File: config.mk
export PLATFORM = sky130hd
export DESIGN_NAME = archive_directory_parser
export DESIGN_NICKNAME = d
export VERILOG_FILES = /design/src/hw/rtl/adp_pkg.sv /design/src/hw/rtl/archive_directory_parser.sv
export SDC_FILE = /design/constraint.sdc
export NUM_CORES = 1
export LEC_CHECK = 0
export ABC_AREA = 1
export BUFFER_PORTS_ARGS = -buffer_cell sky130_fd_sc_hd__buf_2
export CAP_MARGIN = 20
export CORE_MARGIN = 2
export CORE_UTILIZATION = 37
export DETAILED_ROUTE_END_ITERATION = 12
export GPL_ROUTABILITY_DRIVEN = 0
export PLACE_DENSITY = 0.63
export SYNTH_ARGS = -nofsm -noshare
export SYNTH_HDL_FRONTEND = slang
export SYNTH_SLANG_ARGS = --single-unit
File: constraint.sdc
create_clock -name clk -period 17 [get_ports clk]
set_input_delay 0.85 -clock clk [delete_from_list [all_inputs] [get_ports clk]]
set_output_delay 0.85 -clock clk [all_outputs]
set_load 0.01 [all_outputs]
File: src/hw/rtl/adp_pkg.sv
// Package for the archive directory parser: parse phases, status codes,
// header constants and the result record type.
// No dependencies.
package adp_pkg;

    // Largest body window in bytes; directory bytes must lie below 8 + this
    localparam int unsigned BODY_WINDOW = 67108864;
    localparam logic [31:0] BODY_LIMIT  = 32'(8 + BODY_WINDOW);

    // Header bytes and limits
    localparam logic [7:0]  MAGIC_B0        = 8'h44;  // 'D'
    localparam logic [7:0]  MAGIC_B1        = 8'h53;  // 'S'
    localparam logic [7:0]  MAGIC_B2        = 8'h00;
    localparam logic [7:0]  OLD_VERSION_MAX = 8'h17;  // versions below carry a CRC16
    localparam logic [7:0]  WINDOW_MIN      = 8'd10;
    localparam logic [7:0]  WINDOW_MAX      = 8'd21;
    localparam logic [7:0]  CTRL_LIMIT      = 8'h20;
    localparam logic [7:0]  DEL_CHAR        = 8'h7f;
    localparam logic [3:0]  FIXED_LEN_NEW   = 4'd8;
    localparam logic [3:0]  FIXED_LEN_OLD   = 4'd10;
    localparam int unsigned FIXED_BYTES     = 10;
    localparam logic [31:0] MIN_FILE_LEN    = 32'd20;
    localparam logic [31:0] MIN_STREAM_LEN  = 32'd2;

    // Final status codes
    localparam logic [2:0] ST_OK      = 3'd0;
    localparam logic [2:0] ST_MAGIC   = 3'd1;
    localparam logic [2:0] ST_VERSION = 3'd2;
    localparam logic [2:0] ST_COUNT   = 3'd3;
    localparam logic [2:0] ST_WINDOW  = 3'd4;
    localparam logic [2:0] ST_NAME    = 3'd5;
    localparam logic [2:0] ST_TRUNC   = 3'd6;

    // Result kinds
    localparam logic KIND_RECORD = 1'b0;
    localparam logic KIND_FINAL  = 1'b1;

    // Parse phases, one-hot
    typedef enum logic [10:0] {
        PH_HEAD    = 11'b000_0000_0001,
        PH_NLEN1   = 11'b000_0000_0010,
        PH_NLEN2   = 11'b000_0000_0100,
        PH_NAME    = 11'b000_0000_1000,
        PH_XLEN1   = 11'b000_0001_0000,
        PH_XLEN2   = 11'b000_0010_0000,
        PH_XTRA    = 11'b000_0100_0000,
        PH_FIXED   = 11'b000_1000_0000,
        PH_STREAM  = 11'b001_0000_0000,
        PH_HALT    = 11'b010_0000_0000,
        PH_NAMEBAD = 11'b100_0000_0000
    } phase_t;

    // One result item
    typedef struct packed {
        logic        result_kind;
        logic [15:0] entry_index;
        logic [14:0] name_length;
        logic [31:0] size_value;
        logic [15:0] dos_time;
        logic [15:0] dos_date;
        logic [15:0] check_value;
        logic        check_present;
        logic [2:0]  status;
        logic [7:0]  format_version;
        logic [7:0]  window_order;
        logic [7:0]  pack_level;
    } result_t;

endpackage

File: src/hw/rtl/archive_directory_parser.sv
// Archive directory parser: one byte per cycle while in_stall is low, header check, record walk.
// Results: each result is registered into the result register, or into the skid entry while a result is held.
// Throughput: one byte per cycle; a two-entry output stage (register + skid)
// keeps input flowing while a result waits, stall is raised only when both hold.
// Reset (rst_n low, asynchronous): header phase, all counters and status cleared.
// After the byte marked last the parser returns to that same state by itself.
module archive_directory_parser
    import adp_pkg::*;
(
    input  logic        clk,
    input  logic        rst_n,

    input  logic        in_valid,
    output logic        in_stall,
    input  logic [7:0]  data_byte,
    input  logic        last_byte,

    output logic        out_valid,
    input  logic        out_stall,
    output logic        result_kind,
    output logic [15:0] entry_index,
    output logic [14:0] name_length,
    output logic [31:0] size_value,
    output logic [15:0] dos_time,
    output logic [15:0] dos_date,
    output logic [15:0] check_value,
    output logic        check_present,
    output logic [2:0]  status,
    output logic [7:0]  format_version,
    output logic [7:0]  window_order,
    output logic [7:0]  pack_level
);

    // Parser state
    phase_t      phase_reg, phase_next;
    logic [3:0]  fbc_reg, fbc_next;
    logic [15:0] entries_reg, entries_next;
    logic [15:0] recnum_reg, recnum_next;
    logic [14:0] length_reg, length_next;
    logic [14:0] skip_reg, skip_next;
    logic [7:0]  fixed_reg [FIXED_BYTES];
    logic [7:0]  fixed_next [FIXED_BYTES];
    logic [31:0] total_reg, total_next;
    logic [2:0]  error_reg, error_next;
    logic        old_reg, old_next;
    logic [7:0]  version_reg, version_next;
    logic [7:0]  window_reg, window_next;
    logic [7:0]  level_reg, level_next;
    logic [31:0] start_reg, start_next;

    // Output stage
    logic        out_valid_reg, skid_valid_reg;
    result_t     out_reg, skid_reg;

    logic        accept;
    logic        out_fire;
    logic        rec;
    logic        res_valid;
    result_t     res;
    logic [31:0] pos;
    logic        in_body;
    logic        magic_bad;
    logic        name_bad;
    logic [14:0] skip_dec;
    logic [3:0]  fbc_inc;
    logic [15:0] entries_dec;
    logic [15:0] count_word;
    logic [14:0] len_word;
    logic [2:0]  final_status;

    assign accept   = in_valid & ~in_stall;
    assign out_fire = out_valid_reg & ~out_stall;
    assign in_stall = skid_valid_reg;

    // Next parser state for the byte on the input
    always_comb
    begin
        phase_next   = phase_reg;
        fbc_next     = fbc_reg;
        entries_next = entries_reg;
        recnum_next  = recnum_reg;
        length_next  = length_reg;
        skip_next    = skip_reg;
        fixed_next   = fixed_reg;
        error_next   = error_reg;
        old_next     = old_reg;
        version_next = version_reg;
        window_next  = window_reg;
        level_next   = level_reg;
        start_next   = start_reg;
        rec          = 1'b0;

        pos        = total_reg;
        total_next = (total_reg == 32'hffff_ffff) ? total_reg : total_reg + 32'd1;
        in_body    = (phase_reg != PH_HEAD) && (phase_reg != PH_STREAM)
                     && (phase_reg != PH_HALT);
        magic_bad  = ((fbc_reg == 4'd0) && (data_byte != MAGIC_B0))
                     || ((fbc_reg == 4'd1) && (data_byte != MAGIC_B1))
                     || ((fbc_reg == 4'd2) && (data_byte != MAGIC_B2));
        name_bad   = (phase_reg == PH_NAMEBAD) || (data_byte < CTRL_LIMIT)
                     || (data_byte == DEL_CHAR);
        skip_dec    = skip_reg - 15'd1;
        fbc_inc     = fbc_reg + 4'd1;
        entries_dec = entries_reg - 16'd1;
        count_word  = {data_byte, entries_reg[7:0]};
        len_word    = skip_reg | {7'd0, data_byte};

        if (accept)
        begin
            if (in_body && (pos >= BODY_LIMIT))
            begin
                // directory reaches past the body window
                error_next = ST_TRUNC;
                phase_next = PH_HALT;
            end
            else
            begin
                unique case (phase_reg)
                    PH_HEAD:
                    begin
                        if (magic_bad)
                        begin
                            error_next = ST_MAGIC;
                            phase_next = PH_HALT;
                        end
                        else
                        begin
                            fbc_next = fbc_inc;
                            case (fbc_reg)
                                4'd3:
                                begin
                                    if (data_byte == 8'd0)
                                    begin
                                        error_next = ST_VERSION;
                                        phase_next = PH_HALT;
                                    end
                                    else
                                    begin
                                        version_next = data_byte;
                                        old_next     = (data_byte < OLD_VERSION_MAX);
                                    end
                                end
                                4'd4:
                                begin
                                    entries_next = {8'd0, data_byte};
                                end
                                4'd5:
                                begin
                                    entries_next = count_word;
                                    if (count_word == 16'd0)
                                    begin
                                        error_next = ST_COUNT;
                                        phase_next = PH_HALT;
                                    end
                                end
                                4'd6:
                                begin
                                    if ((data_byte < WINDOW_MIN) || (data_byte > WINDOW_MAX))
                                    begin
                                        error_next = ST_WINDOW;
                                        phase_next = PH_HALT;
                                    end
                                    else
                                    begin
                                        window_next = data_byte;
                                    end
                                end
                                4'd7:
                                begin
                                    level_next = data_byte;
                                    phase_next = PH_NLEN1;
                                    fbc_next   = 4'd0;
                                end
                                default:
                                begin
                                    fbc_next = fbc_inc;
                                end
                            endcase
                        end
                    end
                    PH_NLEN1:
                    begin
                        if (data_byte[7])
                        begin
                            skip_next  = {data_byte[6:0], 8'd0};
                            phase_next = PH_NLEN2;
                        end
                        else
                        begin
                            length_next = {7'd0, data_byte};
                            if (data_byte == 8'd0)
                            begin
                                error_next = ST_NAME;
                                phase_next = PH_HALT;
                            end
                            else
                            begin
                                skip_next  = {7'd0, data_byte};
                                phase_next = PH_NAME;
                            end
                        end
                    end
                    PH_NLEN2:
                    begin
                        length_next = len_word;
                        if (len_word == 15'd0)
                        begin
                            error_next = ST_NAME;
                            phase_next = PH_HALT;
                        end
                        else
                        begin
                            skip_next  = len_word;
                            phase_next = PH_NAME;
                        end
                    end
                    PH_NAME, PH_NAMEBAD:
                    begin
                        // a bad name is reported only once all of it has arrived
                        skip_next = skip_dec;
                        if (skip_dec == 15'd0)
                        begin
                            if (name_bad)
                            begin
                                error_next = ST_NAME;
                                phase_next = PH_HALT;
                            end
                            else
                            begin
                                phase_next = PH_XLEN1;
                            end
                        end
                        else
                        begin
                            phase_next = name_bad ? PH_NAMEBAD : PH_NAME;
                        end
                    end
                    PH_XLEN1:
                    begin
                        if (data_byte[7])
                        begin
                            skip_next  = {data_byte[6:0], 8'd0};
                            phase_next = PH_XLEN2;
                        end
                        else
                        begin
                            skip_next  = {7'd0, data_byte};
                            fbc_next   = 4'd0;
                            phase_next = (data_byte == 8'd0) ? PH_FIXED : PH_XTRA;
                        end
                    end
                    PH_XLEN2:
                    begin
                        skip_next  = len_word;
                        fbc_next   = 4'd0;
                        phase_next = (len_word == 15'd0) ? PH_FIXED : PH_XTRA;
                    end
                    PH_XTRA:
                    begin
                        skip_next = skip_dec;
                        if (skip_dec == 15'd0)
                        begin
                            fbc_next   = 4'd0;
                            phase_next = PH_FIXED;
                        end
                    end
                    PH_FIXED:
                    begin
                        if (fbc_reg < FIXED_LEN_OLD)
                        begin
                            fixed_next[fbc_reg] = data_byte;
                        end
                        fbc_next = fbc_inc;
                        if (fbc_inc >= (old_reg ? FIXED_LEN_OLD : FIXED_LEN_NEW))
                        begin
                            // record complete
                            rec          = 1'b1;
                            fbc_next     = 4'd0;
                            entries_next = entries_dec;
                            phase_next   = PH_NLEN1;
                            if (entries_dec == 16'd0)
                            begin
                                phase_next = PH_STREAM;
                                start_next = pos + 32'd1;
                            end
                        end
                    end
                    default:
                    begin
                        // stream body or halted: hold until the last byte
                        phase_next = phase_reg;
                    end
                endcase
            end
        end

        // Final status precedence
        if (total_next < MIN_FILE_LEN)
        begin
            final_status = ST_TRUNC;
        end
        else if (error_next != ST_OK)
        begin
            final_status = error_next;
        end
        else if (phase_next != PH_STREAM)
        begin
            final_status = ST_TRUNC;
        end
        else if ((total_next - start_next) < MIN_STREAM_LEN)
        begin
            final_status = ST_TRUNC;
        end
        else
        begin
            final_status = ST_OK;
        end

        // Build the result request
        res_valid = accept && (last_byte || rec);
        if (last_byte)
        begin
            res.result_kind    = KIND_FINAL;
            res.entry_index    = recnum_reg + {15'd0, rec};
            res.name_length    = 15'd0;
            res.size_value     = start_next;
            res.dos_time       = 16'd0;
            res.dos_date       = 16'd0;
            res.check_value    = 16'd0;
            res.check_present  = 1'b0;
            res.status         = final_status;
            res.format_version = version_next;
            res.window_order   = window_next;
            res.pack_level     = level_next;
        end
        else
        begin
            res.result_kind    = KIND_RECORD;
            res.entry_index    = recnum_reg;
            res.name_length    = length_reg;
            res.size_value     = {fixed_next[3], fixed_next[2], fixed_next[1], fixed_next[0]};
            res.dos_time       = {fixed_next[5], fixed_next[4]};
            res.dos_date       = {fixed_next[7], fixed_next[6]};
            res.check_value    = old_reg ? {fixed_next[9], fixed_next[8]} : 16'd0;
            res.check_present  = old_reg;
            res.status         = ST_OK;
            res.format_version = version_reg;
            res.window_order   = window_reg;
            res.pack_level     = level_reg;
        end

        if (accept && rec && !last_byte)
        begin
            recnum_next = recnum_reg + 16'd1;
        end

        // Drop back to the reset state after the last byte
        if (accept && last_byte)
        begin
            phase_next   = PH_HEAD;
            fbc_next     = 4'd0;
            entries_next = 16'd0;
            recnum_next  = 16'd0;
            length_next  = 15'd0;
            skip_next    = 15'd0;
            total_next   = 32'd0;
            error_next   = ST_OK;
            old_next     = 1'b0;
            version_next = 8'd0;
            window_next  = 8'd0;
            level_next   = 8'd0;
            start_next   = 32'd0;
        end
        else if (!accept)
        begin
            total_next = total_reg;
        end
    end

    // Parser control registers
    always_ff @(posedge clk or negedge rst_n)
    begin
        if (!rst_n)
        begin
            phase_reg   <= PH_HEAD;
            fbc_reg     <= 4'd0;
            entries_reg <= 16'd0;
            recnum_reg  <= 16'd0;
            length_reg  <= 15'd0;
            skip_reg    <= 15'd0;
            total_reg   <= 32'd0;
            error_reg   <= ST_OK;
            old_reg     <= 1'b0;
            version_reg <= 8'd0;
            window_reg  <= 8'd0;
            level_reg   <= 8'd0;
            start_reg   <= 32'd0;
        end
        else
        begin
            phase_reg   <= phase_next;
            fbc_reg     <= fbc_next;
            entries_reg <= entries_next;
            recnum_reg  <= recnum_next;
            length_reg  <= length_next;
            skip_reg    <= skip_next;
            total_reg   <= total_next;
            error_reg   <= error_next;
            old_reg     <= old_next;
            version_reg <= version_next;
            window_reg  <= window_next;
            level_reg   <= level_next;
            start_reg   <= start_next;
        end
    end

    // Fixed-part byte store, rewritten for every record
    always_ff @(posedge clk)
    begin
        fixed_reg <= fixed_next;
    end

    // Output valid flags: result register plus skid entry
    always_ff @(posedge clk or negedge rst_n)
    begin
        if (!rst_n)
        begin
            out_valid_reg  <= 1'b0;
            skid_valid_reg <= 1'b0;
        end
        else if (skid_valid_reg)
        begin
            if (out_fire)
            begin
                skid_valid_reg <= 1'b0;
            end
        end
        else if (res_valid)
        begin
            if (out_valid_reg && !out_fire)
            begin
                skid_valid_reg <= 1'b1;
            end
            else
            begin
                out_valid_reg <= 1'b1;
            end
        end
        else if (out_fire)
        begin
            out_valid_reg <= 1'b0;
        end
    end

    // Output payload: advance from skid, or load the new request
    always_ff @(posedge clk)
    begin
        if (skid_valid_reg)
        begin
            if (out_fire)
            begin
                out_reg <= skid_reg;
            end
        end
        else if (res_valid)
        begin
            if (out_valid_reg && !out_fire)
            begin
                skid_reg <= res;
            end
            else
            begin
                out_reg <= res;
            end
        end
    end

    assign out_valid      = out_valid_reg;
    assign result_kind    = out_reg.result_kind;
    assign entry_index    = out_reg.entry_index;
    assign name_length    = out_reg.name_length;
    assign size_value     = out_reg.size_value;
    assign dos_time       = out_reg.dos_time;
    assign dos_date       = out_reg.dos_date;
    assign check_value    = out_reg.check_value;
    assign check_present  = out_reg.check_present;
    assign status         = out_reg.status;
    assign format_version = out_reg.format_version;
    assign window_order   = out_reg.window_order;
    assign pack_level     = out_reg.pack_level;

    // Skid entry is only ever filled behind a held result
    a_skid_behind_out: assert property (@(posedge clk) disable iff (!rst_n)
        skid_valid_reg |-> out_valid_reg)
        else $error("skid entry valid while result register empty");

    // A kept error always parks the parser
    a_error_halts: assert property (@(posedge clk) disable iff (!rst_n)
        (error_reg != ST_OK) |-> (phase_reg == PH_HALT))
        else $error("error recorded without halting");

    // Fixed-part byte counter stays inside the store
    a_fixed_count: assert property (@(posedge clk) disable iff (!rst_n)
        (phase_reg == PH_FIXED) |-> (fbc_reg < FIXED_LEN_OLD))
        else $error("fixed-part counter out of range");

    // The last byte returns the parser to the header phase with a fresh count
    a_last_restarts: assert property (@(posedge clk) disable iff (!rst_n)
        (accept && last_byte) |=> ((phase_reg == PH_HEAD) && (total_reg == 32'd0)))
        else $error("parser did not restart after last byte");

endmodule

# After elaboration in Yosys (flattened, before gate mapping)
# Index checks and enable logic that the tools add are counted.
# word_totals
ff_bits,531
out_inout_bits,142
word_cells,294
# classes
n_addsub,7
n_lt_le_gt_ge,11
eq_ne,40
mux,131
bitwise_logic,6
n_reduce_logical,49
# ops
cell,count
140-bit two-way mux,5
80-bit two-way mux,4
32-bit two-way mux,9
8-bit two-way mux,24
15-bit two-way mux,11
16-bit two-way mux,8
11-bit two-way mux,11
11-bit case mux with 8 select lines,1
80-bit bitwise mux,1
15-bit case mux with 5 select lines,1
16-bit case mux with 2 select lines,2
3-bit two-way mux,16
11-bit case mux with 4 select lines,1
10-bit two-way mux,4
32-bit by 1-bit adder with 32-bit output (second input constant),1
8-bit demux with 4-bit select,1
32-bit == test (second input constant),1
32-bit by 27-bit greater-or-equal comparator with 1-bit output (second input constant),1
16-bit logical NOT,2
32-bit by 2-bit less-than comparator with 1-bit output (second input constant),1
32-bit by 5-bit less-than comparator with 1-bit output (second input constant),1
4-bit two-way mux,8
32-bit subtractor,1
15-bit logical NOT,2
other kinds (63),127

# Logic depth before layout (Yosys ltp)
# Gate-level depths: netlist of the first run.
# logic_depth
word_depth,17
depth_mapped,44

# Least setup slack after synthesis of the first run
# No wires, ideal clock.
# synth_timing
path_kind,input to register
startpoint,input last_byte
endpoint,"register skid_reg[0] (netlist bit), enable pin"
setup_ps,642
arrival_ps,7740
slack_ps,8619
path_stages,6
path_cell_list,clkbuf_1 inv_2 nor2_1 clkbuf_1 nor2_1 nor2_1
# synth_via
elab_chain_len,3
# synth_rtl
element,line,rtl
from (decl),archive_directory_parser.sv:16,"input logic last_byte,"
1-bit logical OR,archive_directory_parser.sv:320,res_valid = accept && (last_byte || rec);
1-bit logical AND,archive_directory_parser.sv:320,
3-bit AND reduction (no line),--,
to (signal assigned),archive_directory_parser.sv:469,skid_reg <= res;
to (decl),archive_directory_parser.sv:53,"result_t out_reg, skid_reg;"
# Every way passes these cells.
# A chain may end at the register's enable or synchronous reset.

# Final worst setup path of the first run
# layout_timing
startpoint,"register skid_valid_reg, in the netlist in_stall"
endpoint,"register out_reg, in the netlist status[2] (data pin)"
# layout_via
elab_chain_len,13
elab_cells_between_ends,17
# layout_rtl
element,line,rtl
from (decl),archive_directory_parser.sv:52,"logic out_valid_reg, skid_valid_reg;"
from (signal assigned),archive_directory_parser.sv:429,skid_valid_reg <= 1'b0;
from (signal assigned),archive_directory_parser.sv:435,skid_valid_reg <= 1'b0;
from (signal assigned),archive_directory_parser.sv:442,skid_valid_reg <= 1'b1;
1-bit NOT (no line),--,
1-bit bitwise AND,archive_directory_parser.sv:71,assign accept = in_valid & ~in_stall;
32-bit two-way mux,archive_directory_parser.sv:108,if (accept)
32-bit subtractor,archive_directory_parser.sv:310,else if ((total_next - start_next) < MIN_STREAM_LEN)
32-bit by 2-bit less-than comparator with 1-bit output,archive_directory_parser.sv:310,
3-bit two-way mux,archive_directory_parser.sv:310,
3-bit two-way mux,archive_directory_parser.sv:306,else if (phase_next != PH_STREAM)
3-bit two-way mux,archive_directory_parser.sv:302,else if (error_next != ST_OK)
3-bit two-way mux,archive_directory_parser.sv:298,if (total_next < MIN_FILE_LEN)
140-bit two-way mux,archive_directory_parser.sv:321,if (last_byte)
140-bit two-way mux,archive_directory_parser.sv:467,if (out_valid_reg && !out_fire)
140-bit two-way mux,archive_directory_parser.sv:465,else if (res_valid)
140-bit two-way mux *,archive_directory_parser.sv:458,if (skid_valid_reg)
to (signal assigned),archive_directory_parser.sv:462,out_reg <= skid_reg;
to (signal assigned),archive_directory_parser.sv:473,out_reg <= res;
to (decl),archive_directory_parser.sv:53,
# Every way passes the cells marked *; elsewhere a longest branch is shown, timed or not. The select of a mux whose other input is x is not followed.

==> results of run 1 <==
[cell usage after synthesis, types with 14 or more instances]
library cell | instances | area share
mux2i_1 | 20 | 0.0074
a21oi_1 | 109 | 0.020
mux2_2 | 16 | 0.0067
nand4_1 | 36 | 0.0083
dfxtp_1 | 80 | 0.059
edfxtp_1 | 280 | 0.31
o21ai_0 | 213 | 0.039
nand3_1 | 115 | 0.021
nor4_1 | 22 | 0.0051
nand2_1 | 903 | 0.13
o2111ai_1 | 14 | 0.0045
o22ai_1 | 35 | 0.0081
nor2_1 | 320 | 0.044
o21a_1 | 23 | 0.0064
dfrtp_1 | 170 | 0.16
o21ai_1 | 27 | 0.0050
nor3_1 | 44 | 0.0082
inv_1 | 332 | 0.046
a211oi_1 | 19 | 0.0053
clkbuf_1 | 83 | 0.012
ha_1 | 44 | 0.020
a22oi_1 | 17 | 0.0047
xor2_1 | 50 | 0.016
buf_1 | 18 | 0.0025
[how the worst max path moves through the flow]
stage / startpoint / to / cells after the start
4_1_cts: in_stall$_DFF_PN0_ / status[1]$_DFFE_PP_ / 36
3_3_place_gp: in_stall$_DFF_PN0_ / status[2]$_DFFE_PP_ / 35
5_1_grt: in_stall$_DFF_PN0_ / status[2]$_DFFE_PP_ / 36
6_report: in_stall$_DFF_PN0_ / status[2]$_DFFE_PP_ / 36
2_1_floorplan: last_byte / skid_reg[0]$_DFFE_PP_ / 6
3_5_place_dp: in_stall$_DFF_PN0_ / status[1]$_DFFE_PP_ / 36
[worst register-to-register path: cells and delay by family (launching register included)]
family,cells,cell delay (ps)
adders and majority gates,1,350
AOI/OAI and AO/OA,3,550
and+or+nand+nor,27,3220
DFF,1,780
buffers and inverters,5,1540
[area by class of cell]
cell class / instances / area, um^2 / share of cell area
inverter: 347 / 1318 / 0.04316
clock buffer: 77 / 1511 / 0.04951
sequential: 531 / 14290 / 0.4682
clock inverter: 29 / 261.5 / 0.008566
multi-input combinational: 2170 / 10940 / 0.3585
tap: 959 / 1200 / 0.03931
timing repair buffer: 179 / 998.5 / 0.03271
[report_power, final]
group / leakage, nW / total (mW) / switching (mW) / internal, mW
combinational: 7.38 / 1.31 / 0.927 / 0.383
sequential: 5.63 / 1.66 / 0.106 / 1.56
clock: 0.862 / 1.19 / 0.523 / 0.671
total: 13.9 / 4.17 / 1.56 / 2.61
[through the flow]
stage               total power [mW]  instances  setup WS (ps)  utilization
global route                   4.415       4292           9823       0.4206
detailed placement             2.984       4183          10550       0.3954
global placement               2.977       4182          10730       0.3952
floorplan                      2.595       3164           8619            -
CTS                            4.182       4289          10510       0.4198
finish                         4.168       4292          10430       0.4206
[metal layers]
layer,vias to the layer above,global-route usage,part of all wire
met2,774,0.3252,0.46
met5,-,0,0
met3,132,0.02680,0.060
met4,0,0.06407,0.030
met1,10385,0.2726,0.45
li1,10763,-,-
[kinds of logic (layout without fill, tap and decap cells)]
logic type,count (synthesis),in the layout,share of synthesized area
AOI/OAI and AO/OA,511,511,0.1098
DFF,531,531,0.5290
xor gates and xnor gates,56,56,0.01816
muxes,36,36,0.01408
and+or+nand+nor,1522,1522,0.2414
adders and majority gates,45,45,0.02112
buffers and inverters,463,632,0.06646
==> flow_metrics.tcl, run 1 <==
set metrics [dict create \
    outcome "finished clean" \
    grt_setup_unrepaired "no" \
    worstHoldPathType "input port to async pin" \
    worst_setup_path_start_kind "flip-flop" \
    clk_root_buffer_cell "clkbuf_16" \
    r2r_slack_ps 10430 \
    cts_resized 0 \
    wl_per_cell_um 17.64 \
    layout_commonest_cell "nand2_1" \
    async_reset_ff_frac 0.3220 \
    drt_pre_antenna_iters 6 \
    crit_buf_inv 5 \
    ys_types 70 \
    cts_tree "built" \
    dp_hpwl_mm 52.31 \
    diodes 0 \
    fmax_mhz 152.2 \
    cap_viol_max_count 0 \
    pin_count 155 \
    placementRows 99 \
    post_cts_buffers 0 \
    antenna_found_initial 2 \
    largest_reg_flops 140 \
    grt_max_degree 87 \
    power-per-cell-area_nw_per_um2 136.5 \
    overflow 0 \
    n_fill_cell 7199 \
    die_h_um 274.2 \
    rr_endpoint "status[2]$_DFFE_PP_" \
    yosys_warnings 0 \
    clkTransAtPathRegs_ps 60 \
    die_area_um2 75190 \
    syn-cell-area_um2 27010 \
    crit_slowest_cell "dfrtp_4" \
    clock-sinks 531 \
    vias 22054 \
    grt_pass1_wl_mm 118.0 \
    r2r-start "in_stall$_DFF_PN0_" \
    ys_seq_area_frac 0.5290 \
    cp.required_ps 17470 \
    clockBufferDepth 3 \
    final_antenna_net_count 0 \
    cts-buffers-inserted 56 \
    vdd_drop_max_mv 0.08457 \
    r2r_cells 36 \
    fin_skew_ps 31.06 \
    critPathKind "flip-flop to flip-flop" \
    timing.setup.tns_ps 0 \
    synth_top_flop_cell "edfxtp_1" \
    start_util 0.3722 \
    synth_edf_count 280 \
    synth_nets 3222 \
    slew_violations 0 \
    worstMarginPinSlew_ps 1013 \
    cp_common_cell "nand2_1" \
    area_growth_pct 13.00 \
    layout-drive-gt1-share 0.1095 \
    finalHoldViolations 0 \
    clk_latency_ps 620 \
    syn_inst 3164 \
    nets 3343 \
    htree_num_levels 2 \
    grt_pass1_vias 20928 \
    end_kind "flip-flop" \
    arrival_ps 7040 \
    io_buffer_count 154 \
    critPathMaxStageDelay_ps 780 \
    die_w_um 274.2 \
    relSlewSlack 0.3247 \
    track_usage 0.1988 \
    drcViolationCount 0 \
    hold_slack_ps 230.2 \
    crit_family "simple AND/OR/NAND/NOR gates" \
    core_area_um2 72590 \
    wl_mm 75.71 \
    critPathMaxFanout 64 \
    final_area_um2 30530 \
    placed_cell_area_um2 28700 \
    avgViaCountPerCell 5.138 \
    ys_ff_latch 531 \
    final_cell_mix "nand2_1 (903), inv_1 (330), nor2_1 (318), edfxtp_1 (280), o21ai_0 (213)" \
    leakagePower_nw 13.86 \
    setup_viol 0 \
    hold_buffers 0 \
    finalCriticalPeriod_ps 6571 \
    drt-initial-drc-count 1915 \
    finalCritPeriodShare 0.3865 \
    synth_area_per_cell_um2 8.538 \
]
Note: power is estimated with default switching activity, not from simulation.
==> run 2, diff against run 1 <==
PLACE_DENSITY = 0.65   (was 0.63)
clock period = 5.7 ns   (was 17 ns; I/O delays follow)
==> run 2 against run 1 <==
Effect of this change: wire length up 1.7%; setup slack got worse by 10000 ps; flip-flop and latch count stayed put; utilization increased by 0.87 points; via count rose by 2.0%; global-route usage increased by 0.076 points; non-clock buffer count is 26 higher; critical path depth unchanged; largest power group unchanged.
==> flow_metrics.tcl, run 2 (synthesis results as in run 1) <==
set metrics [dict create \
    outcome "finished clean" \
    slew_violations 0 \
    crit_family "simple AND/OR/NAND/NOR gates" \
    layout_commonest_cell "nand2_1" \
    pin_count 155 \
    die_area_um2 75190 \
    track_usage 0.1996 \
    finalHoldViolations 0 \
    power-per-cell-area_nw_per_um2 418.8 \
    largest_reg_flops 140 \
    die_w_um 274.2 \
    clock-sinks 531 \
    clkTransAtPathRegs_ps 60 \
    io_buffer_count 154 \
    clk_root_buffer_cell "clkbuf_16" \
    area_growth_pct 15.35 \
    drt-initial-drc-count 2196 \
    cts_tree "built" \
    leakagePower_nw 14.15 \
    fin_skew_ps 24.73 \
    cap_viol_max_count 0 \
    setup_viol 0 \
    critPathMaxFanout 14 \
    worst_setup_path_start_kind "flip-flop" \
    grt_pass1_wl_mm 118.2 \
    cp.required_ps 6200 \
    grt_max_degree 141 \
    arrival_ps 5800 \
    wl_mm 77.01 \
    wl_per_cell_um 17.83 \
    avgViaCountPerCell 5.205 \
    core_area_um2 72590 \
    vdd_drop_max_mv 0.5359 \
    final_antenna_net_count 0 \
    crit_slowest_cell "ha_1" \
    die_h_um 274.2 \
    fmax_mhz 188.5 \
    final_cell_mix "nand2_1 (901), inv_1 (328), nor2_1 (314), edfxtp_1 (280), o21ai_0 (208)" \
    relSlewSlack 0.2915 \
    cts-buffers-inserted 57 \
    critPathMaxStageDelay_ps 470 \
    crit_buf_inv 5 \
    clockBufferDepth 3 \
    placementRows 99 \
    cp_common_cell "nand2_1" \
    nets 3370 \
    overflow 0 \
    worstHoldPathType "input port to flip-flop" \
    dp_hpwl_mm 52.38 \
    finalPower_mw 13.05 \
    critPathKind "flip-flop to flip-flop" \
    drcViolationCount 0 \
    antenna_found_initial 1 \
    place_ws_ps 208.3 \
    diodes 0 \
    layout-drive-gt1-share 0.1265 \
    finalCritPeriodShare 0.9307 \
    drt_pre_antenna_iters 6 \
    finalWorstSetupSlack_ps 395.3 \
    vias 22485 \
    end_kind "flip-flop" \
    hold_slack_ps 102.2 \
    worstMarginPinSlew_ps 1055 \
    start_util 0.3722 \
    clk_latency_ps 630 \
    finalCriticalPeriod_ps 5305 \
    grt_pass1_vias 21073 \
    htree_num_levels 2 \
]
run 2: path summary, 6_finish.rpt:
path / endpoint / cells after the start / from / slack, ps
worst max-delay path: status[2]$_DFFE_PP_ / 36 / entries_reg[1]$_DFFE_PN0P_ / 400
worst min-delay path: skid_reg[124]$_DFFE_PP_ / 3 / last_byte / 100
worst max register to register: status[2]$_DFFE_PP_ / 36 / entries_reg[1]$_DFFE_PN0P_ / 400
worst min register to register: fixed_reg[38]$_DFF_P_ / 2 / fixed_reg[38]$_DFF_P_ / 440
max in group asynchronous: fbc_reg[0]$_DFFE_PN0P_ / 3 / rst_n / 3950
min in group asynchronous: length_reg[9]$_DFFE_PN0P_ / 2 / rst_n / 340
run 2: per-stage QoR:
step                area (um^2)  cells    util  setup TNS, ps
finish                    31160   4320  0.4293              0
global route              31160   4320  0.4293         -74.00
CTS                       30920   4303  0.4260              0
detailed placement        28800   4193  0.3968              0
global placement          28780   4191  0.3965              0
floorplan                 27020   3164       -              0
run 2: area by class of cell:
| type | instances | area [um^2] |
|---|---|---|
| fill | 7142 | 41430 |
| sequential | 531 | 14300 |
| multi-input combinational | 2170 | 11010 |
| clock buffer | 72 | 1639 |
| inverter | 347 | 1328 |
| timing repair buffer | 205 | 1230 |
| tap | 959 | 1200 |
| clock inverter | 36 | 459.2 |
run 2: routing by layer:
layer | share of wire | wire [um] | global-route usage
met1 | 0.43 | 33290 | 0.2678
met3 | 0.070 | 5356 | 0.03056
met4 | 0.033 | 2508 | 0.06894
met2 | 0.47 | 35850 | 0.3285
met5 | 0 | 0 | 0
run 2: timing repair:
| item | 4_1_cts | 5_1_grt |
|---|---|---|
| setup buffers | 0 | 15 |
| hold buffers | 2 | 0 |
| gates resized for setup | 0 | 27 |
| endpoints found under the setup margin | 0 | 4 |
| hold endpoints to repair | 87 | 0 |
run 2: worst min-delay path, stage by stage:
cell,delay (ps)
buf_2,170
nand2_1,90
nand2_1,70
run 2: report_power, final:
part / leakage, nW / switching, mW / internal, mW
sequential: 5.62 / 0.230 / 4.64
combinational: 7.50 / 2.92 / 1.18
clock: 1.03 / 1.62 / 2.46
==> run 3, diff against run 2 <==
PLACE_DENSITY = 0.63   (was 0.65)
clock period = 5.9 ns   (was 5.7 ns; I/O delays follow)
==> run 3 against run 2 <==
Effect of this change: utilization is 0.43 points lower; die area stayed put; setup slack better by 120 ps; critical path type unchanged; largest cell class unchanged; largest power group unchanged.
==> flow_metrics.tcl, run 3 (synthesis results as in run 1) <==
set metrics [dict create \
    fmax_mhz 185.6 \
    leakagePower_nw 13.99 \
    vdd_drop_max_mv 0.2392 \
    crit_slowest_cell "dfrtp_1" \
    finalPower_mw 12.31 \
    slew_violations 0 \
    clock-sinks 531 \
    hold_depth 3 \
    layout_commonest_cell "nand2_1" \
    outcome "finished clean" \
    setup_viol 0 \
    die_area_um2 75190 \
    wl_per_cell_um 17.86 \
    cts-buffers-inserted 58 \
    io_buffer_count 154 \
    vias 22313 \
    wl_mm 76.94 \
    worstMarginPinSlew_ps 1083 \
    clkTransAtPathRegs_ps 70 \
    pin_count 155 \
    n_fill_cell 7181 \
    finalCriticalPeriod_ps 5389 \
    final_antenna_net_count 0 \
    end_kind "flip-flop" \
    place_ws_ps 401.8 \
    avgViaCountPerCell 5.181 \
    drcViolationCount 0 \
    clk_root_buffer_cell "clkbuf_16" \
    drt_pre_antenna_iters 9 \
    relSlewSlack 0.2777 \
    grt_pass1_vias 21009 \
    arrival_ps 5890 \
    cap_viol_max_count 0 \
    dp_hpwl_mm 52.58 \
    track_usage 0.2019 \
    finalHoldViolations 0 \
    clk_latency_ps 640 \
    largest_reg_flops 140 \
    nets 3356 \
    layout-drive-gt1-share 0.1168 \
    htree_num_levels 2 \
    power-per-cell-area_nw_per_um2 399.0 \
    grt_max_degree 100 \
    cp_common_cell "nand2_1" \
    start_util 0.3722 \
    die_w_um 274.2 \
    placementRows 99 \
    cp.required_ps 6410 \
    overflow 0 \
    r2r_cells 39 \
    clockBufferDepth 3 \
    worst_setup_path_start_kind "flip-flop" \
    fin_skew_ps 35.31 \
    finalCritPeriodShare 0.9133 \
    finalWorstSetupSlack_ps 511.5 \
    final_cell_mix "nand2_1 (902), inv_1 (328), nor2_1 (316), edfxtp_1 (280), o21ai_0 (210)" \
    timing.setup.tns_ps 0 \
    diodes 0 \
    critPathMaxFanout 8 \
    grt_pass1_wl_mm 119.6 \
    grt_setup_unrepaired "no" \
    drt-initial-drc-count 2196 \
    cts_tree "built" \
    multi_input_area_um2 10980 \
    die_h_um 274.2 \
    seqCellArea_um2 14300 \
    core_area_um2 72590 \
    antenna_found_initial 0 \
    worstHoldPathType "input port to flip-flop" \
    area_growth_pct 14.21 \
    critPathMaxStageDelay_ps 440 \
    critPathKind "flip-flop to flip-flop" \
]
run 3: cell types whose count changed in the layout (fill, tap and decap cells not counted), sizes merged:
cell,change
buf,-15
bufinv,-6
clkinvlp,-1
inv,-2
clkinv,-3
clkbuf,+14
run 3: where the power goes:
group	switching, mW	internal (mW)	total [mW]
registers	0.226	4.49	4.71
logic	2.82	1.13	3.95
clock network	1.55	2.09	3.64
run 3: timing repair:
action | in CTS | in global routing
resized for setup | 0 | 18
endpoints found under the hold margin | 79 | 0
setup buffers | 0 | 1
hold buffers | 2 | 0
setup endpoints to repair | 0 | 4
run 3: path summary, 6_finish.rpt:
path,startpoint,to,slack [ps]
max in group asynchronous,rst_n,window_reg[1]$_DFF_PN0_,4560
worst max register to register,fbc_reg[1]$_DFFE_PN0P_,status[1]$_DFFE_PP_,510
min in group asynchronous,rst_n,start_reg[22]$_DFF_PN0_,300
worst min register to register,fixed_reg[33]$_DFF_P_,fixed_reg[33]$_DFF_P_,440
worst min-delay path,data_byte[1],fixed_reg[33]$_DFF_P_,200
worst max-delay path,fbc_reg[1]$_DFFE_PN0P_,status[1]$_DFFE_PP_,510
run 3: cell type report:
type,instances,share of cell area
sequential,531,0.4633
inverter,347,0.04295
clock buffer,86,0.05374
tap,959,0.03889
clock inverter,24,0.008719
multi-input combinational,2170,0.3560
timing repair buffer,190,0.03634
run 3: per-layer routing:
layer	GRT usage	up-vias	wire length, um
li1	-	10783	-
met1	0.2765	10595	33930
met2	0.3331	798	35880
met3	0.02680	137	4960
met4	0.06021	0	2172
met5	0	-	0
run 3: worst max-delay path, delay by kind of cell (launching register included):
kind / cells / cell delay (ps)
buffers and inverters: 5 / 570
DFF: 1 / 440
AOI/OAI and AO/OA: 2 / 240
adders and majority gates: 3 / 980
and+or+nand+nor: 29 / 3020
run 3: per-stage QoR:
stage	util	hold WS, ps	cell area, um^2	std cells
floorplan	-	-0.5911	27020	3164
global placement	0.3967	423.5	28800	4191
detailed placement	0.3969	428.0	28810	4192
CTS	0.4237	166.4	30750	4304
global route	0.4250	190.4	30850	4307
finish	0.4250	202.5	30850	4307
